===== src/rtl/three_flavor_survival_probability_assert.svh =====
// ----------------------------------------------------------------------------
// Survival probability assertion macros
// Shared property wrappers used by the modules of the survival block.
// ----------------------------------------------------------------------------
`ifndef THREE_FLAVOR_SURVIVAL_PROBABILITY_ASSERT_SVH
`define THREE_FLAVOR_SURVIVAL_PROBABILITY_ASSERT_SVH

// Checks that the consequent holds in the same cycle as the antecedent.
`define TFSP_ASSERT_NOW(lbl, clk, rst_n, ante, cons, msg) \
	lbl: assert property (@(posedge clk) disable iff (!rst_n) (ante) |-> (cons)) \
		else $error(msg);

// Checks that the consequent holds in the cycle after the antecedent.
`define TFSP_ASSERT_NEXT(lbl, clk, rst_n, ante, cons, msg) \
	lbl: assert property (@(posedge clk) disable iff (!rst_n) (ante) |=> (cons)) \
		else $error(msg);

`endif


===== src/rtl/tfsp_pkg.sv =====
// ----------------------------------------------------------------------------
// Survival probability package
// Field widths, arithmetic constants, series tables and shared types.
// ----------------------------------------------------------------------------
`timescale 1ns / 1ps

package tfsp_pkg;

	// Field and register widths.
	localparam int ENERGY_W    = 24;
	localparam int SURV_W      = 25;
	localparam int OUT_TDATA_W = 32;
	localparam int BASE_W      = 20;
	localparam int MIX_W       = 25;
	localparam int SPLIT_W     = 32;
	localparam int CFG_IDX_W   = 3;
	localparam int CFG_DATA_W  = 32;

	// Default fraction width of the internal fixed-point values.
	localparam int FRAC_BITS_DEF = 24;

	// Phase division: 52-bit numerator shifted up by 12, one quotient bit a stage.
	localparam int NUM_W     = 52;
	localparam int NUM_SHIFT = 12;
	localparam int DIV_BITS  = 64;

	// Number of nested series factors in the sine approximation.
	localparam int SERIES_TERMS = 5;

	// Lane depth: numerator, divider, six phase stages, series, two output stages.
	localparam int LANE_LAT = 1 + DIV_BITS + 6 + 3 * SERIES_TERMS + 2;

	// Depth of the queue between the front end and the datapath.
	localparam int QUEUE_DEPTH = 2;

	// 1.267/pi in Q32 and pi in Q30.
	localparam logic [30:0] PHASE_K = 31'd1732154408;
	localparam logic [31:0] PI_Q30  = 32'd3373259426;
	localparam logic [32:0] ONE_32  = 33'h1_0000_0000;

	// Mixing value of one in Q24.
	localparam logic [MIX_W-1:0] MIX_ONE = 25'h100_0000;

	// Reset values of the configuration registers.
	localparam logic [BASE_W-1:0]  BASELINE_RST = 20'd52500;
	localparam logic [MIX_W-1:0]   MIX_12_RST   = 25'd4982833;
	localparam logic [MIX_W-1:0]   MIX_13_RST   = 25'd359032;
	localparam logic [SPLIT_W-1:0] SPLIT_21_RST = 32'd5064625;
	localparam logic [SPLIT_W-1:0] SPLIT_31_RST = 32'd174331005;
	localparam logic [SPLIT_W-1:0] SPLIT_32_RST = 32'd169266379;

	// Configuration register indexes.
	typedef enum logic [CFG_IDX_W-1:0] {
		REG_BASELINE = 3'd0,
		REG_MIX_12   = 3'd1,
		REG_MIX_13   = 3'd2,
		REG_SPLIT_21 = 3'd3,
		REG_SPLIT_31 = 3'd4,
		REG_SPLIT_32 = 3'd5
	} reg_idx_t;

	// Current configuration as seen by the datapath.
	typedef struct packed {
		logic [BASE_W-1:0]  baseline;
		logic [MIX_W-1:0]   mix_12;
		logic [MIX_W-1:0]   mix_13;
		logic [SPLIT_W-1:0] split_21;
		logic [SPLIT_W-1:0] split_31;
		logic [SPLIT_W-1:0] split_32;
	} cfg_t;

	// Forward half of an internal item channel; ready runs the other way.
	typedef struct packed {
		logic                valid;
		logic [ENERGY_W-1:0] energy;
	} stream_t;

	// Divisors of the nested sine series, innermost first.
	function automatic logic [7:0] series_div(input int idx);
		case (idx)
			0:       return 8'd110;
			1:       return 8'd72;
			2:       return 8'd42;
			3:       return 8'd20;
			default: return 8'd6;
		endcase
	endfunction

	// floor(2^36 / divisor): the estimate is low by at most one.
	function automatic logic [33:0] series_recip(input int idx);
		case (idx)
			0:       return 34'd624722515;
			1:       return 34'd954437176;
			2:       return 34'd1636178017;
			3:       return 34'd3435973836;
			default: return 34'd11453246122;
		endcase
	endfunction

endpackage


===== src/rtl/tfsp_front.sv =====
// ----------------------------------------------------------------------------
// Survival probability front end
// Accepts energy items and maps a zero energy to the smallest energy.
// ----------------------------------------------------------------------------
`timescale 1ns / 1ps

module tfsp_front (
	input  logic                          clk,
	input  logic                          arst_n,
	input  logic                          s_tvalid,
	output logic                          s_tready,
	input  logic [tfsp_pkg::ENERGY_W-1:0] s_tdata,
	output tfsp_pkg::stream_t             out,
	input  logic                          out_ready
);
	import tfsp_pkg::*;

	logic                valid_q;
	logic [ENERGY_W-1:0] energy_q;

	// The slot frees up whenever the queue takes the held item.
	assign s_tready = !valid_q || out_ready;

	// Valid flag of the input register.
	always_ff @(posedge clk or negedge arst_n) begin
		if (!arst_n) begin
			valid_q <= 1'b0;
		end else if (s_tready) begin
			valid_q <= s_tvalid;
		end
	end

	// A zero energy is treated as one unit.
	always_ff @(posedge clk) begin
		if (s_tready && s_tvalid) begin
			energy_q <= (s_tdata == '0) ? ENERGY_W'(1) : s_tdata;
		end
	end

	assign out.valid  = valid_q;
	assign out.energy = energy_q;

endmodule


===== config.mk =====
export PLATFORM = sky130hd
export DESIGN_NAME = tfsp_front
export DESIGN_NICKNAME = d
export VERILOG_FILES = /design/src/rtl/three_flavor_survival_probability_assert.svh /design/src/rtl/tfsp_pkg.sv /design/src/rtl/tfsp_front.sv
export SDC_FILE = /design/constraint.sdc
export NUM_CORES = 1
export LEC_CHECK = 0
export BUFFER_PORTS_ARGS = -buffer_cell sky130_fd_sc_hd__buf_2
export CAP_MARGIN = 20
export CORE_ASPECT_RATIO = 0.8
export CORE_UTILIZATION = 30
export CTS_BUF_LIST = sky130_fd_sc_hd__clkbuf_4 sky130_fd_sc_hd__clkbuf_8
export DETAILED_ROUTE_END_ITERATION = 7
export GPL_ROUTABILITY_DRIVEN = 1
export PLACE_DENSITY_LB_ADDON = 0.3
export RECOVER_POWER = 50
export SLEW_MARGIN = 20
export SYNTH_ARGS = -nofsm -noshare
export SYNTH_HDL_FRONTEND = slang
export SYNTH_SLANG_ARGS = --single-unit

===== constraint.sdc =====
create_clock -name clk -period 3.59 [get_ports clk]
set_clock_uncertainty 0.2 [all_clocks]
set_input_delay 0.1795 -clock clk [delete_from_list [all_inputs] [get_ports clk]]
set_output_delay 0.1795 -clock clk [all_outputs]
set_load 0.005 [all_outputs]

==> Yosys cells after proc, flatten, opt, wreduce, memory -nomap -nowiden <==
Cells that the tools add are included.
{ "totals": {"rom_bits": 0, "ff_bits": 25, "latch_bits": 0, "wordCells": 6, "inputBits": 28, "mem_bits_rw": 0, "output_inout_bits": 26, "mem_count": 0} }
{ "op_classes": {"n_mux": 0, "mul": 0, "n_addsub": 0, "div": 0, "bitwise": 0, "magnitude_cmp": 0, "n_eq_ne": 0, "shifts": 0, "n_reduce_logical": 4} }
{ "op_table": {"columns": ["op", "count"], "rows": [
  ["$logic_not A24 Y1", 1],
  ["$logic_and A1 B1 Y1", 1],
  ["$logic_not A1 Y1", 1],
  ["$logic_or A1 B1 Y1", 1]
]} }

==> Logic depth before layout (Yosys ltp) <==
Gate-level depths: netlist of run 1.
{ "depth": {"word_depth": 3, "mapped_depth": 3, "ltp_nobuf": 3} }

==> Worst setup path before layout of run 1 <==
No wires, ideal clock.
{ "synth_path": {"kind": "register -> register", "startpoint": "register valid_q", "endpoint": "register energy_q[0] (enable)", "path_stages_with_launch": 3, "setup_slack_ps": 1897, "arrival_time_ps": 1110, "n_path_buf": 0, "required_ps": 3007, "setup_time_ps": 383, "period_less_slack_ps": 1693, "cell_sequence": "dfrtp_1 nand2b_1 and2_1"} }
{ "synth_between": {"elab_chain_len": 3} }
{ "synth_lines": {"columns": ["item", "line", "rtl"], "rows": [
  ["from (decl)", "tfsp_front.sv:18", "logic valid_q;"],
  ["from (signal assigned)", "tfsp_front.sv:29", "valid_q <= s_tvalid;"],
  ["$logic_not A1 Y1", "tfsp_front.sv:22", "assign s_tready = !valid_q || out_ready;"],
  ["$logic_or A1 B1 Y1", "tfsp_front.sv:22", null],
  ["via s_tready", "tfsp_front.sv:11", "output logic s_tready,"],
  ["$logic_and A1 B1 Y1", "tfsp_front.sv:35", "if (s_tready && s_tvalid) begin"],
  ["to (signal assigned)", "tfsp_front.sv:36", "energy_q <= (s_tdata == '0) ? ENERGY_W'(1) : s_tdata;"],
  ["to (decl)", "tfsp_front.sv:19", "logic [ENERGY_W-1:0] energy_q;"]
]} }
The timed path passes the listed nets, and every way through them passes these cells.
A chain may end at the register's enable or synchronous reset.

==> Worst setup path in the final report of run 1 <==
{ "layout_path": {"startpoint": "input port s_tvalid", "endpoint": "register energy_q[18] (enable)"} }
{ "layout_between": {"elab_chain_len": 1} }
{ "layout_lines": {"columns": ["item", "line", "rtl"], "rows": [
  ["from (decl)", "tfsp_front.sv:10", "input logic s_tvalid,"],
  ["$logic_and A1 B1 Y1", "tfsp_front.sv:35", null]
]} }
No other way between the ends.

==> results of run 1 <==
sequential cells by signal, indices dropped and copies added (netlist names):
register and flops:
valid_q 1, energy_q 24
per-layer routing:
layer | up-vias | track usage | part of all wire
met5 | - | 0 | 0
met4 | 0 | 0.0341 | 0.0041
met3 | 2 | 0.0592 | 0.089
met2 | 33 | 0.236 | 0.53
met1 | 298 | 0.113 | 0.37
li1 | 319 | - | -
metrics by stage:
step                      setup slack, ns  cell area, sq um   util
after floorplan                      1.90               920      -
after global placement               1.74              1140  0.402
after detailed placement             1.69              1140  0.402
after CTS                            1.66              1450  0.512
after global routing                 1.55              1430  0.505
final                                1.67              1430  0.505
critical path: cells and delay by family:
kind | cells | cell delay (ns)
buffers and inverters | 2 | 0.62
and+or+nand+nor | 1 | 0.80
cell usage after synthesis:
master	instances	area, sq um
sky130_fd_sc_hd__dfrtp_1	1	25.0
sky130_fd_sc_hd__nor4_1	5	31.3
sky130_fd_sc_hd__clkbuf_1	23	86.3
sky130_fd_sc_hd__o21bai_1	1	7.51
sky130_fd_sc_hd__edfxtp_1	24	721
sky130_fd_sc_hd__nand2_1	1	3.75
sky130_fd_sc_hd__buf_4	1	7.51
sky130_fd_sc_hd__nor4_2	1	12.5
sky130_fd_sc_hd__and2_1	1	6.26
sky130_fd_sc_hd__nand4_1	1	6.26
sky130_fd_sc_hd__nand2b_1	2	12.5
worst paths after layout:
path / endpoint / slack, ns / cells after the start
worst min-delay path: energy_q[0] / 0.01 / 2
worst max register to register: energy_q[18] / 1.70 / 2
worst max-delay path: energy_q[18] / 1.67 / 3
worst min register to register: valid_q / 0.88 / 3
min in group asynchronous: valid_q / 0.55 / 3
max in group asynchronous: valid_q / 2.55 / 3
cell usage in the layout (no fill, tap or decap):
cell and n:
sky130_fd_sc_hd__and2_1 1, sky130_fd_sc_hd__buf_2 29, sky130_fd_sc_hd__clkbuf_1 24, sky130_fd_sc_hd__clkbuf_4 1, sky130_fd_sc_hd__clkbuf_8 3, sky130_fd_sc_hd__dfrtp_1 1, sky130_fd_sc_hd__dlygate4sd3_1 27, sky130_fd_sc_hd__edfxtp_1 24
sky130_fd_sc_hd__nand2_1 1, sky130_fd_sc_hd__nand2b_1 2, sky130_fd_sc_hd__nand4_1 1, sky130_fd_sc_hd__nor4_1 5, sky130_fd_sc_hd__nor4_2 1, sky130_fd_sc_hd__o21bai_1 1
logic make-up after synthesis:
group,after synthesis,synth area share
flops,25,0.811
buf+inv,24,0.102
simple gates,11,0.0789
compound gates,1,0.00817
power groups by stage:
stage	combinational, mW	sequential [mW]	clock (mW)
floorplan	0.0170	0.352	0
global placement	0.0458	0.349	0
detailed placement	0.0466	0.349	0
CTS	0.0683	0.343	0.175
global route	0.0721	0.344	0.187
finish	0.0660	0.343	0.168
cell type report:
class                   instances  area [sq um]  area share
well taps                      38          47.5      0.0333
clock buffers                   4          48.8      0.0342
multi-input cells              12          80.1      0.0561
repair buffers                 80           505       0.354
flip-flops and latches         25           746       0.522
what timing repair did:
action                                  4_1_cts  5_1_grt
hold buffers                                 26        1
endpoints found under the hold margin        25        1
endpoints found under the setup margin        0        0
==> qor.yml, run 1 <==
outcome:
  outcome: "finished, final reports clean"
layout:
  filler_cells: 269
  numnets_final: 150
  layoutNonFillerInstCount: 159
  layout-drive-gt1-share: 0.281
  layout_area_growth_over_synthesis_pct: 55.2
  num_antenna_cells: 0
run:
  cap_viol_max_count: 0
worst_setup_path:
  regToRegStartpoint: "valid_q"
  crit_type: "in -> reg"
  crit_path_max_incr_delay_ns: 0.80
  critical_path.slowest_cell: "sky130_fd_sc_hd__and2_1"
  critPathCaptureType: "flop"
  critical_path_peak_fanout: 24
  sort_of_element_at_the_start_of_the_critical_path: "input pin"
  cp-startpoint: "s_tvalid"
  arrival_ns: 1.61
  crit_required_ns: 3.28
  chain_of_cells_forming_the_critical_path: "dlygate4sd3_1 -> buf_2 -> and2_1"
power_and_ir_drop:
  total_power_mw: 0.577
  power.static_leakage_nw: 0.532
  fraction_of_power_consumed_by_the_clock_network: 0.291
  p_int_mw: 0.464
  p_switching_mw: 0.113
  share_seq_of_total_power: 0.594
  max-vdd-ir-drop_uv: 275
  combPwrFrac: 0.114
  netSwitchingFraction: 0.195
  powerDensity_mw_per_mm2: 404
floorplanning:
  die-height_um: 51.5
  floorplan.initialDensity: 0.325
  coreArea_sq_mm: 0.00283
  count_of_standard_cell_rows: 17
  die_area_sq_mm: 0.00329
  die_width_um: 63.9
  io-pin-count: 54
timing:
  max_freq_ghz: 0.521
  hold_ws_ns: 0.0102
  final-hold-violation-count: 0
  setup-tns-final_ns: 0
  timing.slew.headroom: 0.306
  post-route-min-period_ns: 1.92
  setup_viol: 0
  measured_slew_at_the_worst_slew_check_pin_ns: 1.04
  unrepaired_setup_endpoints_after_global_routing: "false"
  finalCritPeriodShare: 0.535
  timing_max_transition_violations_final: 0
global_routing:
  number_of_antenna_violations_at_the_first_check_in_global_routing: 0
  grt_first_pass_wirelength_mm: 2.83
  globalRouteOverflowTotal: 0
  largest_net_degree_at_the_start_of_global_routing: 25
  vias_in_the_first_global_route: 662
  grt_util_all_layers: 0.122
placement:
  dp.final_hpwl_mm: 1.19
  io_buffer_count: 53
  gpl.final_weighted_congestion: 0.651
  dpl.cell_count: 128
clock_tree:
  clock_latency_ns: 0.26
  cts_tree: "built"
  ctsRootBufferMaster: "sky130_fd_sc_hd__clkbuf_8"
  numClockSinks: 25
  clkSlewWorstSetupHoldPaths_ns: 0.08
  ctsLongestPathBuffers: 2
  post_cts_resized: 0
  clock_tree.htree_level_count: 1
  post_cts_repair_timing_setup_buffer_count: 0
  cts_made_buffers: 3
logic_synthesis:
  synth.yosys.seq_area_share: 0.811
  avgSynthCellArea_sq_um: 15.1
  postSynthRegisterBits: 25
  area_of_the_mapped_netlist_sq_um: 920
  post_synth_num_cell_types: 11
  synth-warning-count: 0
  gate_count_post_synth: 61
  mappedNetlistNets: 89
route:
  final_antenna_net_count: 0
  vias: 652
  detail_route.wl_per_cell_um: 12.1
  post-route-drc-count: 0
  avgViaCountPerCell: 4.10
  first_pass_iters: 2
  detail_route.iter0.violations: 3
  drt-total-wl_mm: 1.93
hold_path:
  min-delay-path-class: "in -> reg"
  hp-start: "s_tdata[0]"
Note: power is estimated with default switching activity, not from simulation.
==> run 2, diff against run 1 <==
Clock period 3.59 ns to 1.82 ns, I/O delays scaled along.
==> qor.yml, run 2 (same netlist as run 1, synthesis figures left out) <==
worst_setup_path:
  crit_type: "reg -> reg"
  sort_of_element_at_the_start_of_the_critical_path: "flop"
  critical_path_peak_fanout: 19  # -21%
  crit_required_ns: 1.59  # -1.69 ns
  critical_path.slowest_cell: "sky130_fd_sc_hd__dfrtp_1"
  critPathCaptureType: "flop"
  chain_of_cells_forming_the_critical_path: "nand2b_1 -> and2_1 -> buf_12"
  crit_buf_inv: 1  # -1
  crit_path_max_incr_delay_ns: 0.38  # -0.42 ns
  arrival_ns: 1.29  # -0.32 ns
  cpLargestDelayFamily: "simple AND/OR/NAND/NOR gates"
clock_tree:
  numClockSinks: 25  # unchanged
  postCtsHoldBufs: 28  # +7.7%
  clkSlewWorstSetupHoldPaths_ns: 0.08  # about the same
  cts_made_buffers: 3  # unchanged
  clock_tree.htree_level_count: 1  # unchanged
  ctsLongestPathBuffers: 2  # unchanged
  post_cts_repair_timing_setup_buffer_count: 0  # unchanged
  cts_tree: "built"
  post_cts_resized: 0  # unchanged
  ctsRootBufferMaster: "sky130_fd_sc_hd__clkbuf_8"
  clock_latency_ns: 0.26  # about the same
route:
  detail_route.wl_per_cell_um: 11.6  # -4.3%
  post-route-drc-count: 0  # unchanged
  final_antenna_net_count: 0  # unchanged
  drt-total-wl_mm: 1.87  # -3.1%
  first_pass_iters: 4  # +2
  avgViaCountPerCell: 4.06  # -0.94%
  detail_route.iter0.violations: 13  # +10
  vias: 654  # +0.31%
layout:
  finalCoreUtilization: 0.517  # +0.0119
  commonest_cells_after_routing_fill_and_taps_aside: "sky130_fd_sc_hd__buf_2 (31), sky130_fd_sc_hd__dlygate4sd3_1 (28), sky130_fd_sc_hd__edfxtp_1 (24), sky130_fd_sc_hd__clkbuf_1 (21), sky130_fd_sc_hd__nor4_1 (5)"
  layout-drive-gt1-share: 0.309  # +0.0280
  top_register: "energy_q"
  largest_registers: "energy_q (24), valid_q (1)"
  num_antenna_cells: 0  # unchanged
  largest_register_ff_count: 24  # unchanged
  layout.cells.most_common: "sky130_fd_sc_hd__buf_2"
  design_area_sq_mm: 0.00146  # +2.4%
  filler_cells: 267  # -0.74%
  layout_area_growth_over_synthesis_pct: 58.9
  numnets_final: 152  # +1.3%
floorplanning:
  die_width_um: 63.9  # unchanged
  die_area_sq_mm: 0.00329  # unchanged
  count_of_standard_cell_rows: 17  # unchanged
  io-pin-count: 54  # unchanged
  floorplan.initialDensity: 0.325  # unchanged
  coreArea_sq_mm: 0.00283  # unchanged
  die-height_um: 51.5  # unchanged
timing:
  hold_ws_ns: 0.299  # +0.289 ns
  setup_viol: 0  # unchanged
  post-route-min-period_ns: 1.51
  timing.slew.headroom: 0.790  # +0.484
  setup_slack_ns: 0.307  # -1.36 ns
  unrepaired_setup_endpoints_after_global_routing: "false"
  final-hold-violation-count: 0  # unchanged
  finalCritPeriodShare: 0.831
  timing_max_transition_violations_final: 0  # unchanged
  max_freq_ghz: 0.661
  measured_slew_at_the_worst_slew_check_pin_ns: 0.312  # -0.730 ns
  setup-tns-final_ns: 0  # unchanged
power_and_ir_drop:
  powerDensity_mw_per_mm2: 781  # +93%
  power.static_leakage_nw: 0.553  # +4.1%
  max-vdd-ir-drop_uv: 513  # +87%
hold_path:
  min-delay-path-class: "in -> out"
global_routing:
  grt_util_all_layers: 0.126  # +0.00459
  largest_net_degree_at_the_start_of_global_routing: 20  # -20%
  vias_in_the_first_global_route: 653  # -1.4%
  grt_first_pass_wirelength_mm: 2.93  # +3.6%
  globalRouteOverflowTotal: 0  # unchanged
  number_of_antenna_violations_at_the_first_check_in_global_routing: 0  # unchanged
placement:
  pre_cts_slack_ns: 0.326  # -1.37 ns
  gpl.final_weighted_congestion: 0.645  # -0.98%
  io_buffer_count: 53  # unchanged
  dp.final_hpwl_mm: 1.21  # +1.7%
  dpl-instance-area_sq_mm: 0.00116  # +1.8%
outcome:
  outcome: "finished, final reports clean"
run:
  cap_viol_max_count: 0  # unchanged
==> run 2: changes by cell type in the layout (fill, tap and decap cells not counted), sizes merged <==
cell,previous run,this run
buf,29,32
clkbuf,28,26
dlygate4sd3,27,28
==> run 2: metrics by stage <==
stage               power [mW]  std cells
global route              1.20        161
floorplan                0.727         61
finish                    1.14        161
CTS                       1.16        161
detailed placement       0.787        129
global placement         0.785        129
==> run 2: worst paths after layout <==
check,from,to,slack [ns],depth (start not counted)
worst max-delay path,valid_q,energy_q[13],0.31,3
worst min-delay path,out_ready,s_tready,0.30,3
worst max register to register,valid_q,energy_q[13],0.31,3
worst min register to register,valid_q,energy_q[23],0.70,2
max in group asynchronous,arst_n,valid_q,0.88,3
min in group asynchronous,arst_n,valid_q,0.44,3
==> run 2: area by class of cell <==
type	count	area [sq um]	share of cell area
multi-input combinational	12	80.1	0.0548
timing repair buffer	82	539	0.369
clock buffer	4	48.8	0.0334
sequential	25	746	0.510
tap	38	47.5	0.0325
==> run 2: per-layer routing <==
| layer | global-route usage | wire length, um |
|---|---|---|
| met1 | 0.125 | 697 |
| met2 | 0.232 | 990 |
| met3 | 0.0592 | 171 |
| met4 | 0.0455 | 11 |
| met5 | 0 | 0 |
==> run 2: worst register-to-register path, cell delays in order (launching register included) <==
cell,delay (ns)
sky130_fd_sc_hd__dfrtp_1,0.38
sky130_fd_sc_hd__nand2b_1,0.11
sky130_fd_sc_hd__and2_1,0.33
sky130_fd_sc_hd__buf_12,0.21
==> run 2: report_power, final <==
part           internal (mW)  switching [mW]  leakage [nW]  total [mW]
clock                  0.171           0.156        0.0262       0.327
combinational         0.0835          0.0549         0.288       0.138
sequential             0.668         0.00781         0.239       0.676
total                  0.922           0.219         0.553        1.14
