`config.mk`:
```
export PLATFORM = sky130hd
export DESIGN_NAME = tfsp_queue
export DESIGN_NICKNAME = d
export VERILOG_FILES = /design/src/rtl/tfsp_pkg.sv /design/src/rtl/tfsp_queue.sv
export VERILOG_INCLUDE_DIRS = /design/src /design/src/rtl
export SDC_FILE = /design/constraint.sdc
export NUM_CORES = 1
export LEC_CHECK = 0
export BUFFER_PORTS_ARGS = -buffer_cell sky130_fd_sc_hd__buf_4
export CELL_PAD_IN_SITES_DETAIL_PLACEMENT = 0
export CELL_PAD_IN_SITES_GLOBAL_PLACEMENT = 1
export CORE_MARGIN = 3
export CORE_UTILIZATION = 35
export DETAILED_ROUTE_END_ITERATION = 10
export GPL_ROUTABILITY_DRIVEN = 0
export GPL_TIMING_DRIVEN = 0
export PLACE_DENSITY_LB_ADDON = 0.3
export SYNTH_ARGS = -nofsm -noshare
export SYNTH_HDL_FRONTEND = slang
export SYNTH_SLANG_ARGS = --single-unit
```
`constraint.sdc`:
```
create_clock -name clk -period 3.3 [get_ports clk]
set_clock_uncertainty 0.05 [all_clocks]
set_input_delay 0.33 -clock clk [delete_from_list [all_inputs] [get_ports clk]]
set_output_delay 0.33 -clock clk [all_outputs]
set_load 0.05 [all_outputs]
```
`src/rtl/three_flavor_survival_probability_assert.svh`:
```
// ----------------------------------------------------------------------------
// Survival probability assertion macros
// Shared property wrappers used by the modules of the survival block.
// ----------------------------------------------------------------------------
`ifndef THREE_FLAVOR_SURVIVAL_PROBABILITY_ASSERT_SVH
`define THREE_FLAVOR_SURVIVAL_PROBABILITY_ASSERT_SVH

// Checks that the consequent holds in the same cycle as the antecedent.
`define TFSP_ASSERT_NOW(lbl, clk, rst_n, ante, cons, msg) \
	lbl: assert property (@(posedge clk) disable iff (!rst_n) (ante) |-> (cons)) \
		else $error(msg);

// Checks that the consequent holds in the cycle after the antecedent.
`define TFSP_ASSERT_NEXT(lbl, clk, rst_n, ante, cons, msg) \
	lbl: assert property (@(posedge clk) disable iff (!rst_n) (ante) |=> (cons)) \
		else $error(msg);

`endif

```
`src/rtl/tfsp_pkg.sv`:
```
// ----------------------------------------------------------------------------
// Survival probability package
// Field widths, arithmetic constants, series tables and shared types.
// ----------------------------------------------------------------------------
`timescale 1ns / 1ps

package tfsp_pkg;

	// Field and register widths.
	localparam int ENERGY_W    = 24;
	localparam int SURV_W      = 25;
	localparam int OUT_TDATA_W = 32;
	localparam int BASE_W      = 20;
	localparam int MIX_W       = 25;
	localparam int SPLIT_W     = 32;
	localparam int CFG_IDX_W   = 3;
	localparam int CFG_DATA_W  = 32;

	// Default fraction width of the internal fixed-point values.
	localparam int FRAC_BITS_DEF = 24;

	// Phase division: 52-bit numerator shifted up by 12, one quotient bit a stage.
	localparam int NUM_W     = 52;
	localparam int NUM_SHIFT = 12;
	localparam int DIV_BITS  = 64;

	// Number of nested series factors in the sine approximation.
	localparam int SERIES_TERMS = 5;

	// Lane depth: numerator, divider, six phase stages, series, two output stages.
	localparam int LANE_LAT = 1 + DIV_BITS + 6 + 3 * SERIES_TERMS + 2;

	// Depth of the queue between the front end and the datapath.
	localparam int QUEUE_DEPTH = 2;

	// 1.267/pi in Q32 and pi in Q30.
	localparam logic [30:0] PHASE_K = 31'd1732154408;
	localparam logic [31:0] PI_Q30  = 32'd3373259426;
	localparam logic [32:0] ONE_32  = 33'h1_0000_0000;

	// Mixing value of one in Q24.
	localparam logic [MIX_W-1:0] MIX_ONE = 25'h100_0000;

	// Reset values of the configuration registers.
	localparam logic [BASE_W-1:0]  BASELINE_RST = 20'd52500;
	localparam logic [MIX_W-1:0]   MIX_12_RST   = 25'd4982833;
	localparam logic [MIX_W-1:0]   MIX_13_RST   = 25'd359032;
	localparam logic [SPLIT_W-1:0] SPLIT_21_RST = 32'd5064625;
	localparam logic [SPLIT_W-1:0] SPLIT_31_RST = 32'd174331005;
	localparam logic [SPLIT_W-1:0] SPLIT_32_RST = 32'd169266379;

	// Configuration register indexes.
	typedef enum logic [CFG_IDX_W-1:0] {
		REG_BASELINE = 3'd0,
		REG_MIX_12   = 3'd1,
		REG_MIX_13   = 3'd2,
		REG_SPLIT_21 = 3'd3,
		REG_SPLIT_31 = 3'd4,
		REG_SPLIT_32 = 3'd5
	} reg_idx_t;

	// Current configuration as seen by the datapath.
	typedef struct packed {
		logic [BASE_W-1:0]  baseline;
		logic [MIX_W-1:0]   mix_12;
		logic [MIX_W-1:0]   mix_13;
		logic [SPLIT_W-1:0] split_21;
		logic [SPLIT_W-1:0] split_31;
		logic [SPLIT_W-1:0] split_32;
	} cfg_t;

	// Forward half of an internal item channel; ready runs the other way.
	typedef struct packed {
		logic                valid;
		logic [ENERGY_W-1:0] energy;
	} stream_t;

	// Divisors of the nested sine series, innermost first.
	function automatic logic [7:0] series_div(input int idx);
		case (idx)
			0:       return 8'd110;
			1:       return 8'd72;
			2:       return 8'd42;
			3:       return 8'd20;
			default: return 8'd6;
		endcase
	endfunction

	// floor(2^36 / divisor): the estimate is low by at most one.
	function automatic logic [33:0] series_recip(input int idx);
		case (idx)
			0:       return 34'd624722515;
			1:       return 34'd954437176;
			2:       return 34'd1636178017;
			3:       return 34'd3435973836;
			default: return 34'd11453246122;
		endcase
	endfunction

endpackage

```
`src/rtl/tfsp_queue.sv`:
```
// ----------------------------------------------------------------------------
// Survival probability item queue
// Short first-in first-out buffer between the front end and the datapath.
// ----------------------------------------------------------------------------
`timescale 1ns / 1ps
`include "three_flavor_survival_probability_assert.svh"

module tfsp_queue (
	input  logic              clk,
	input  logic              arst_n,
	input  tfsp_pkg::stream_t in,
	output logic              in_ready,
	output tfsp_pkg::stream_t out,
	input  logic              out_ready
);
	import tfsp_pkg::*;

	localparam int PTR_W = (QUEUE_DEPTH > 1) ? $clog2(QUEUE_DEPTH) : 1;
	localparam int CNT_W = $clog2(QUEUE_DEPTH + 1);

	logic [ENERGY_W-1:0] slot_q [0:QUEUE_DEPTH-1];
	logic [PTR_W-1:0]    wr_ptr_q;
	logic [PTR_W-1:0]    rd_ptr_q;
	logic [CNT_W-1:0]    count_q;
	logic                push;
	logic                pop;

	assign in_ready   = (count_q != CNT_W'(QUEUE_DEPTH));
	assign out.valid  = (count_q != '0);
	assign out.energy = slot_q[rd_ptr_q];
	assign push       = in.valid && in_ready;
	assign pop        = out.valid && out_ready;

	// Pointers and fill count.
	always_ff @(posedge clk or negedge arst_n) begin
		if (!arst_n) begin
			wr_ptr_q <= '0;
			rd_ptr_q <= '0;
			count_q  <= '0;
		end else begin
			if (push) begin
				wr_ptr_q <= (wr_ptr_q == PTR_W'(QUEUE_DEPTH - 1)) ? '0 : wr_ptr_q + PTR_W'(1);
			end
			if (pop) begin
				rd_ptr_q <= (rd_ptr_q == PTR_W'(QUEUE_DEPTH - 1)) ? '0 : rd_ptr_q + PTR_W'(1);
			end
			if (push && !pop) begin
				count_q <= count_q + CNT_W'(1);
			end else if (pop && !push) begin
				count_q <= count_q - CNT_W'(1);
			end
		end
	end

	// Item storage.
	always_ff @(posedge clk) begin
		if (push) begin
			slot_q[wr_ptr_q] <= in.energy;
		end
	end

	`TFSP_ASSERT_NEXT(a_q_fill, clk, arst_n, push && !pop, count_q == $past(count_q) + CNT_W'(1), "queue fill count did not grow on a lone push")
	`TFSP_ASSERT_NEXT(a_q_drain, clk, arst_n, pop && !push, count_q == $past(count_q) - CNT_W'(1), "queue fill count did not shrink on a lone pop")

endmodule

```
=== After elaboration in Yosys (flattened, before gate mapping) ===
Memories as Yosys holds them, arrays and structs flattened.
Index checks and enable logic that the tools add are counted.

* Equal/unequal tests: 1
* Reductions and logical operators: 8
* $add $sub $neg: 4
* Muxes and demuxes: 6

{| class="wikitable"
|+ Operator list
! operator !! number
|-
| logical AND 1 bit || 4
|-
| two-way mux 1 bit || 4
|-
| two-way mux 2 bit || 2
|-
| nonzero test 2 bit || 2
|-
| adder 1 bit, second input constant || 2
|-
| adder 2 x 1 -> 2 bit, second input constant || 1
|-
| logical NOT 1 bit || 2
|-
| inequality test 2 bit, second input constant || 1
|-
| subtractor 2 x 1 -> 2 bit, second input constant || 1
|}

* Flip-flop bits (word level): 4
* Memory bits (writable): 48
* Output and inout bits: 26
* Memories kept: 1

{| class="wikitable"
|+ Memories
! name !! depth !! width !! rd ports !! clocked after memory_dff !! wr ports !! RTL line !! RTL
|-
| slot_q || 2 || 24 || 1 || 0 || 1 || tfsp_queue.sv:21 || <nowiki>logic [ENERGY_W-1:0] slot_q [0:QUEUE_DEPTH-1];</nowiki>
|}

=== Longest topological paths before layout ===
Gate-level depths: netlist of the first run.

* Word-level depth: 6
* Depth in mapped cells: 7
* Gate-level depth less buffers: 7

=== Worst setup path before layout of the first run ===
OpenSTA, ideal clock, no wires.

* Kind: flip-flop to flip-flop
* From: register count_q[0]
* To: memory slot_q[0][0], enable pin
* Arrival: 2.095 ns
* Cell stages (with the launch flop): 4
* Setup time: 0.405 ns
* Path buffers: 0
* Slack: 0.751 ns
* Cells stage by stage: dfrtp_1 -> nand2b_1 -> nand2_1 -> nor2_1

* Word-level cells in the longest chain between the ends: 4

{| class="wikitable"
|+ RTL lines
! what !! RTL line !! RTL
|-
| start: declaration || tfsp_queue.sv:24 || <nowiki>logic [CNT_W-1:0] count_q;</nowiki>
|-
| start signal: assignment || tfsp_queue.sv:48 || <nowiki>count_q <= count_q + CNT_W'(1);</nowiki>
|-
| start signal: assignment || tfsp_queue.sv:50 || <nowiki>count_q <= count_q - CNT_W'(1);</nowiki>
|-
| inequality test 2 bit || tfsp_queue.sv:28 || <nowiki>assign in_ready = (count_q != CNT_W'(QUEUE_DEPTH));</nowiki>
|-
| named net in_ready || tfsp_queue.sv:12 || <nowiki>output logic in_ready,</nowiki>
|-
| logical AND 1 bit || tfsp_queue.sv:31 || <nowiki>assign push = in.valid && in_ready;</nowiki>
|-
| two-way mux 1 bit || tfsp_queue.sv:57 || <nowiki>if (push) begin</nowiki>
|-
| two-way mux 1 bit (implied by the code) || tfsp_queue.sv:58 || <nowiki>slot_q[wr_ptr_q] <= in.energy;</nowiki>
|-
| end: declaration || tfsp_queue.sv:21 ||
|}

The timed path passes the listed nets, and every way through them passes these cells.

=== Worst setup path after layout of the first run ===
* From: register count_q[0]
* To: memory slot_q[1][11], enable pin

* Word-level cells in the longest chain between the ends: 4

{| class="wikitable"
|+ RTL lines
! what !! RTL line
|-
| inequality test 2 bit || tfsp_queue.sv:28
|-
| logical AND 1 bit || tfsp_queue.sv:31
|-
| two-way mux 1 bit || tfsp_queue.sv:57
|-
| two-way mux 1 bit (implied by the code) || tfsp_queue.sv:58
|}

No other way between the ends.

==> impl_metrics.yaml, run 1 <==
sta:
  post-route-min-period_ps: 1960
  finalCritPeriodShare_pct: 59.5
  slew_viol_final: 0
  rsz0062_at_grt: "no"
  worstMarginPinSlew_ps: 1130
  hold_viol_final: 0
  fin_ws_ps: 1340
  fmax_mhz: 509
  hold_ws_ps: 170
  finalSetupTns_ps: 0
  setup_viol: 0
  timing.slew.headroom_pct: 24.3
finish:
  final_common_cell: "buf_4"
  mostFrequentLayoutCells: "buf_4 (53), edfxtp_1 (48), mux2_4 (19)"
  antennaDiodeCount: 0
  drive_gt1_share_pct: 56.4
  fin_cells: 228
  nNetsFinal: 184
  fillCellCount: 501
  syn_to_final_growth_pct: 29.9
power:
  seqPwrFrac_pct: 36.3
  power_density_nw_per_um2: 1000
  pwr-share-comb_pct: 51.2
  p_sw_mw: 1.05
  peakVddDrop_uv: 651
  p_int_mw: 1.59
  total_power_mw: 2.64
  clockPowerShare_pct: 12.5
  leakage_nw: 1.05
  switching_share_pct: 39.9
die:
  core_area_um2: 5570
  die_area_um2: 6750
  initial_core_util_pct: 36.4
  row_count: 27
  ios: 54
  fp.dieW_um: 82.2
  die_h_um: 82.2
flow_run:
  maxCapViolCount: 0
global_route:
  met2_usage_pct: 17.4
  grt_pass1_vias: 1085
  grtUsageMet1_pct: 11.7
  grt_overflow: 0
  grt_pass1_wl_mm: 5.00
  antenna_found_initial: 0
  grtUsageTotal_pct: 10.4
  gr-max-usage-layer: "met2"
  grt_max_degree: 25
  use_met3_pct: 4.77
worst_setup_path:
  critPathSlowestCell: "and3_1"
  path_buf_inv: 0
  worstPathCellList: "nand2b_1, and3_1"
  rr_endpoint: "slot_q[1][11]"
  cp.arrival_ps: 1820
  crit_path_end_kind: "register"
  timing.rr.start: "count_q[0]"
  cp_max_fo: 24
  slowest_delay_ps: 930
  crit_required_ps: 3160
  r2r_cells: 2
  start_kind: "register"
  r2r_setup_slack_ps: 1340
  critical_path_class: "register to register"
  critical-path-top-delay-family: "simple AND/OR/NAND/NOR gates"
clock_tree:
  path_clk_slew_ps: 90
  clockRootBuffer: "clkbuf_8"
  numCtsBuffers: 5
  worstSkewPairLatency_ps: 290
  cts_buffer_depth: 2
  cts_tree: "built"
  cts.sinks: 52
  htreeDepth: 2
drt:
  firstDrtPassIters: 2
  drt_first_iter_violations: 43
  routed_wl_mm: 3.25
  vias: 1002
  drc: 0
  antenna_left: 0
  avgRoutedWirePerCell_um: 14.3
  avgViaCountPerCell: 4.39
logic_synthesis:
  ys_seq_elements: 52
  yosysUniqueCellTypes: 16
  ys_seq_area_share_pct: 75.9
  syn_avg_cell_area_um2: 21.8
  synth_area_um2: 2030
  yosys_warnings: 0
  syn-instance-count: 93
  synth.net_count: 122
status:
  outcome: "completed"
placed_design:
  dp_cells: 219
  detailed_place_hpwl_mm: 2.30
  port_buffers: 53
  pre_cts_ws_ps: 1270
min_path:
  holdPathStages: 1
  min-delay-start: "in[10]"
  hold_path.class: "input pin to register"
  holdPathEnd: "slot_q[1][10]"
==> flip-flops by register name, summed over array words and instances, names as in the netlist <==
register / flops
slot_q: 48
count_q: 2
rd_ptr_q: 1
wr_ptr_q: 1
==> synth_stat cells (all sizes together) <==
master	number	area [um2]
ha	1	12.5
edfxtp	48	1440
inv	1	3.75
nor2	2	7.51
or2	1	6.26
dfrtp	4	100
mux2	24	342
and3	1	6.26
xor2	2	17.5
buf	3	51.3
nand2	2	10.0
nand2b	1	6.26
xnor2	3	26.3
==> worst register-to-register path, cell delays in order, from the launching register on <==
cell and delay, ps:
dfrtp_1 410, nand2b_1 180, and3_1 930
==> final cells by class <==
| cell class | instances | area, um2 | share of cell area, % |
|---|---|---|---|
| flip-flops and latches | 52 | 1540 | 58.4 |
| multi-input cells | 37 | 437 | 16.5 |
| repair buffers | 55 | 435 | 16.5 |
| well taps | 72 | 90.1 | 3.41 |
| clock buffers | 7 | 76.3 | 2.89 |
| plain buffers | 3 | 51.3 | 1.94 |
| clock inverters | 1 | 3.75 | 0.142 |
| inverters | 1 | 3.75 | 0.142 |
==> stage by stage <==
| step | area [um2] | utilization [%] |
|---|---|---|
| floorplan | 2030 | - |
| finish | 2640 | 47.3 |
| global placement | 2520 | 45.2 |
| CTS | 2640 | 47.3 |
| global route | 2640 | 47.3 |
| detailed placement | 2550 | 45.7 |
==> power by group through the flow <==
stage | Clock, mW | Sequential, mW | Combinational, mW
floorplan | 0 | 0.961 | 1.03
global placement | 0 | 0.969 | 1.33
detailed placement | 0 | 0.975 | 1.37
CTS | 0.347 | 0.961 | 1.38
global route | 0.372 | 0.974 | 1.42
finish | 0.330 | 0.959 | 1.35
==> timing repair <==
item                       in CTS  in global routing
setup endpoints to repair       0                  0
hold endpoints to repair        4                  0
gates resized for setup         0                  0
hold buffers                    1                  0
buffers inserted                0                  0
==> logic make-up (layout without fill, tap and decap cells) <==
group | Yosys count | count (layout) | synth area share [%]
simple gates | 7 | 7 | 1.79
flops | 52 | 52 | 75.9
xor+xnor | 5 | 5 | 2.16
mux | 24 | 24 | 16.8
buf+inv | 4 | 67 | 2.71
fa+ha+maj | 1 | 1 | 0.616
==> per-layer routing <==
layer	wire length [um]	vias up
li1	-	477
met1	1250	479
met2	1670	44
met3	312	2
met4	12	0
met5	0	-
==> worst max-delay path by stage <==
stage	depth (start not counted)	from	to
after floorplan	3	count_q[0]	slot_q[0][0]
after global placement	3	count_q[0]	slot_q[0][14]
after detailed placement	2	count_q[0]	slot_q[1][14]
after CTS	2	count_q[0]	slot_q[1][11]
after global routing	2	count_q[0]	slot_q[1][19]
final	2	count_q[0]	slot_q[1][11]
No activity file was read; power rests on OpenSTA's default activity.
==> inputs of run 2 (changes only) <==
==> constraint.sdc (replaced) <==
create_clock -name clk -period 1.89 [get_ports clk]
set_clock_uncertainty 0.05 [all_clocks]
set_input_delay 0.189 -clock clk [delete_from_list [all_inputs] [get_ports clk]]
set_output_delay 0.189 -clock clk [all_outputs]
set_load 0.05 [all_outputs]
==> run 2 against run 1 <==
Against the previous run: global-route usage down 0.47 points; largest cell class unchanged; register-to-register slack worse by 1200 ps; combinational power is 73% higher.
==> impl_metrics.yaml, run 2 (synthesis results as in run 1) <==
drt:
  avgViaCountPerCell: 4.33
  routed_wl_mm: 3.29
  drt_first_iter_violations: 42
  avgRoutedWirePerCell_um: 14.4
  firstDrtPassIters: 2
  vias: 987
  drc: 0
  antenna_left: 0
min_path:
  min-delay-start: "in[11]"
  hold_path.class: "input pin to register"
worst_setup_path:
  crit_path_end_kind: "register"
  critical_path_class: "register to register"
  cp.arrival_ps: 1880
  start_kind: "register"
  startpoint: "count_q[0]"
  timing.rr.start: "count_q[0]"
  crit_required_ps: 2060
  r2r_setup_slack_ps: 180
  cp_max_fo: 4
clock_tree:
  clockRootBuffer: "clkbuf_8"
  path_clk_slew_ps: 90
  cts.sinks: 52
  numCtsBuffers: 5
  cts_buffer_depth: 2
  htreeDepth: 2
  cts_tree: "built"
  worstSkewPairLatency_ps: 290
power:
  peakVddDrop_uv: 772
  leakage_nw: 1.05
  power_density_nw_per_um2: 1750
global_route:
  grt_max_degree: 25
  antenna_found_initial: 0
  grt_pass1_vias: 970
  grt_overflow: 0
  grtUsageTotal_pct: 9.92
  grt_pass1_wl_mm: 4.81
sta:
  rsz0062_at_grt: "no"
  finalSetupTns_ps: 0
  finalCritPeriodShare_pct: 90.5
  setup_viol: 0
  slew_viol_final: 0
  fin_ws_ps: 180
  timing.slew.headroom_pct: 60.4
  post-route-min-period_ps: 1710
  hold_viol_final: 0
  worstMarginPinSlew_ps: 594
  fmax_mhz: 585
finish:
  regMostFlops: "slot_q"
  fillCellCount: 504
  nNetsFinal: 184
  reg_top3: "slot_q: 48 flops, count_q: 2 flops"
  syn_to_final_growth_pct: 29.7
  drive_gt1_share_pct: 59.0
  mostFrequentLayoutCells: "buf_4 (53), edfxtp_1 (48), mux2_4 (19)"
  antennaDiodeCount: 0
  final_common_cell: "buf_4"
  largest_register_ffs: 48
die:
  fp.dieW_um: 82.2
  die_area_um2: 6750
  row_count: 27
  initial_core_util_pct: 36.4
  ios: 54
  die_h_um: 82.2
  core_area_um2: 5570
placed_design:
  port_buffers: 53
  pre_cts_ws_ps: 103
  detailed_place_hpwl_mm: 2.20
status:
  outcome: "completed"
flow_run:
  maxCapViolCount: 0
==> run 2: changes by cell type in the layout (fill, tap and decap cells not counted), sizes merged <==
cell	delta
clkbuf	-2
clkinv	+2
buf	-1
nor2	+1
==> run 2: layout make-up <==
cell class,count,area [um2],share of cell area [%]
repair buffers,54,408,15.5
plain buffers,3,51.3,1.95
multi-input cells,38,457,17.3
flip-flops and latches,52,1540,58.5
clock inverters,3,13.8,0.523
well taps,72,90.1,3.42
inverters,1,3.75,0.143
clock buffers,5,68.8,2.61
==> run 2: critical path: stages, from the launching register on <==
cell and delay (ps):
dfrtp_1 430, nand2b_2 210, nand2_1 250, inv_1 80
ha_1 210, xor2_1 140, nor2_1 110, xor2_1 150
==> run 2: worst paths after layout <==
kind / to / cells after the start
max reg2reg: count_q[1] / 7
min reg2reg: count_q[1] / 1
max: count_q[1] / 7
min: slot_q[1][11] / 1
max in group asynchronous: wr_ptr_q / 2
min in group asynchronous: count_q[1] / 2
==> run 2: what timing repair did <==
action,CTS,global route
setup endpoints to repair,0,24
buffers inserted,0,0
resized for setup,0,1
hold buffers,1,0
hold endpoints to repair,4,0
==> run 2: per-stage QoR <==
| stage | utilization [%] | instance area, um2 | instances | hold WS [ps] | total power [mW] |
|---|---|---|---|---|---|
| floorplan | - | 2040 | 93 | -157 | 3.49 |
| global placement | 45.4 | 2530 | 218 | -64.2 | 4.03 |
| detailed placement | 45.4 | 2530 | 218 | -60.8 | 4.07 |
| CTS | 47.0 | 2620 | 227 | 14.1 | 4.66 |
| global route | 47.3 | 2630 | 228 | 4.70 | 4.83 |
| finish | 47.3 | 2630 | 228 | 22.8 | 4.61 |
==> run 2: layer usage <==
metal	track usage, %	routed length [um]	vias to the layer above
met5	0	0	-
met2	17.4	1770	34
met4	3.49	27	0
met3	3.69	239	4
met1	11.0	1260	475
li1	-	-	474
==> run 2: report_power, final <==
group          switching, mW  total, mW  internal (mW)
sequential             0.104       1.69           1.58
combinational           1.44       2.34          0.901
clock                  0.335      0.587          0.252
total                   1.88       4.61           2.74
==> inputs of run 3 (changes only) <==
==> constraint.sdc (replaced) <==
create_clock -name clk -period 1.65 [get_ports clk]
set_clock_uncertainty 0.05 [all_clocks]
set_input_delay 0.165 -clock clk [delete_from_list [all_inputs] [get_ports clk]]
set_output_delay 0.165 -clock clk [all_outputs]
set_load 0.05 [all_outputs]
==> run 3 against run 2 <==
Against the previous run: register-to-register slack lost 80 ps; wire length grew 6.4%; utilization grew 6.2 points; combinational power grew 29%; flip-flop and latch count is the same; cell count grew 9.6%; critical path depth shrank 3; die area is the same; cell area grew 13%; global-route usage grew 1.2 points; highest routed layer unchanged.
==> impl_metrics.yaml, run 3 (synthesis results as in run 1) <==
worst_setup_path:
  crit_required_ps: 1430
  cp_num_cells: 4
  path_buf_inv: 3
  cp_max_fo: 10
  r2r_cells: 6
  crit_path_end_kind: "output pin"
  cp.arrival_ps: 1420
  critical-path-top-delay-family: "buffers and inverters"
  worstPathCellList: "buf_6, buf_12, mux2_4, buf_8"
  rr_endpoint: "count_q[1]"
  slowest_delay_ps: 380
  critical_path_class: "register to output pin"
  timing.rr.start: "count_q[0]"
  r2r_setup_slack_ps: 100
  critPathSlowestCell: "dfrtp_1"
  start_kind: "register"
drt:
  antenna_left: 0
  drc: 0
  avgViaCountPerCell: 4.30
  drt_first_iter_violations: 52
  avgRoutedWirePerCell_um: 14.0
  firstDrtPassIters: 4
  vias: 1074
  routed_wl_mm: 3.50
finish:
  syn_to_final_growth_pct: 46.6
  reg_top3: "slot_q: 48 flops, count_q: 2 flops"
  largest_register_ffs: 48
  drive_gt1_share_pct: 52.2
  antennaDiodeCount: 0
  mostFrequentLayoutCells: "edfxtp_1 (48), buf_4 (29), buf_6 (24)"
  final_common_cell: "edfxtp_1"
  nNetsFinal: 206
  regMostFlops: "slot_q"
die:
  core_area_um2: 5570
  die_h_um: 82.2
  row_count: 27
  fp.dieW_um: 82.2
  ios: 54
  die_area_um2: 6750
  initial_core_util_pct: 36.4
clock_tree:
  path_clk_slew_ps: 90
  cts.sinks: 52
  htreeDepth: 2
  clockRootBuffer: "clkbuf_8"
  cts_tree: "built"
  worstSkewPairLatency_ps: 290
  numCtsBuffers: 5
  cts_buffer_depth: 2
power:
  power_density_nw_per_um2: 1910
  total_power_mw: 5.67
  peakVddDrop_uv: 1360
  leakage_nw: 1.18
flow_run:
  maxCapViolCount: 0
sta:
  finalSetupTns_ps: 0
  setup_viol: 0
  rsz0062_at_grt: "yes"
  finalCritPeriodShare_pct: 98.9
  post-route-min-period_ps: 1630
  fmax_mhz: 613
  slew_viol_final: 0
  hold_viol_final: 0
  worstMarginPinSlew_ps: 412
  timing.slew.headroom_pct: 72.5
global_route:
  antenna_found_initial: 0
  grt_overflow: 0
  grt_max_degree: 25
  grt_pass1_vias: 1116
  grtUsageTotal_pct: 11.2
  grt_pass1_wl_mm: 5.35
min_path:
  holdPathEnd: "slot_q[1][14]"
  holdPathStages: 1
  min-delay-start: "in[14]"
  hold_path.class: "input pin to register"
placed_design:
  port_buffers: 53
  detailed_place_hpwl_mm: 2.25
status:
  outcome: "completed"
## run 3: cell types whose count changed in the layout (fill, tap and decap cells not counted), sizes merged
cell and change:
buf +1, clkbuf +3, clkinv -3, dlygate4sd3 +21
## run 3: layer usage
metal	up-vias	global-route usage, %	share of wire (%)
met2	37	18.5	52
met5	-	0	0
met4	0	4.15	0.43
met3	2	3.80	6.2
li1	519	-	-
met1	516	13.5	41
## run 3: report_power, final
part / total (mW) / internal, mW / leakage [nW] / switching [mW]
combinational: 3.03 / 1.30 / 0.645 / 1.72
sequential: 1.94 / 1.81 / 0.493 / 0.128
clock: 0.707 / 0.342 / 0.0455 / 0.364
total: 5.67 / 3.46 / 1.18 / 2.22
## run 3: worst max path at each step
stage | start | endpoint
6_report | rd_ptr_q | out[6]
5_1_grt | rd_ptr_q | out[6]
4_1_cts | rd_ptr_q | out[6]
3_5_place_dp | count_q[0] | slot_q[0][21]
3_3_place_gp | count_q[0] | slot_q[0][22]
2_1_floorplan | count_q[1] | count_q[1]
## run 3: cell type report
cell class,instances,area (um2)
Tap cell,72,90.1
Timing Repair Buffer,76,732
Multi-Input combinational cell,38,468
Inverter,1,3.75
Clock buffer,8,90.1
Fill cell,465,2600
Buffer,3,51.3
Sequential cell,52,1540
## run 3: stage by stage
step	hold WS, ps	area (um2)	setup slack [ps]	util (%)	instances
5_1_grt	2.25	2980	-28.0	53.4	250
2_1_floorplan	-181	2050	0.219	-	93
3_3_place_gp	-88.1	2530	-60.2	45.5	218
3_5_place_dp	-86.4	2530	-110	45.5	218
6_report	16.8	2980	18.4	53.4	250
4_1_cts	1.11	2920	1.50	52.5	247
## run 3: timing repair
item	CTS	global route
hold buffers	19	3
buffers inserted	1	0
pin swaps	1	0
endpoints found under the setup margin	43	48
resized for setup	22	6
gates cloned	1	0
hold endpoints to repair	40	6
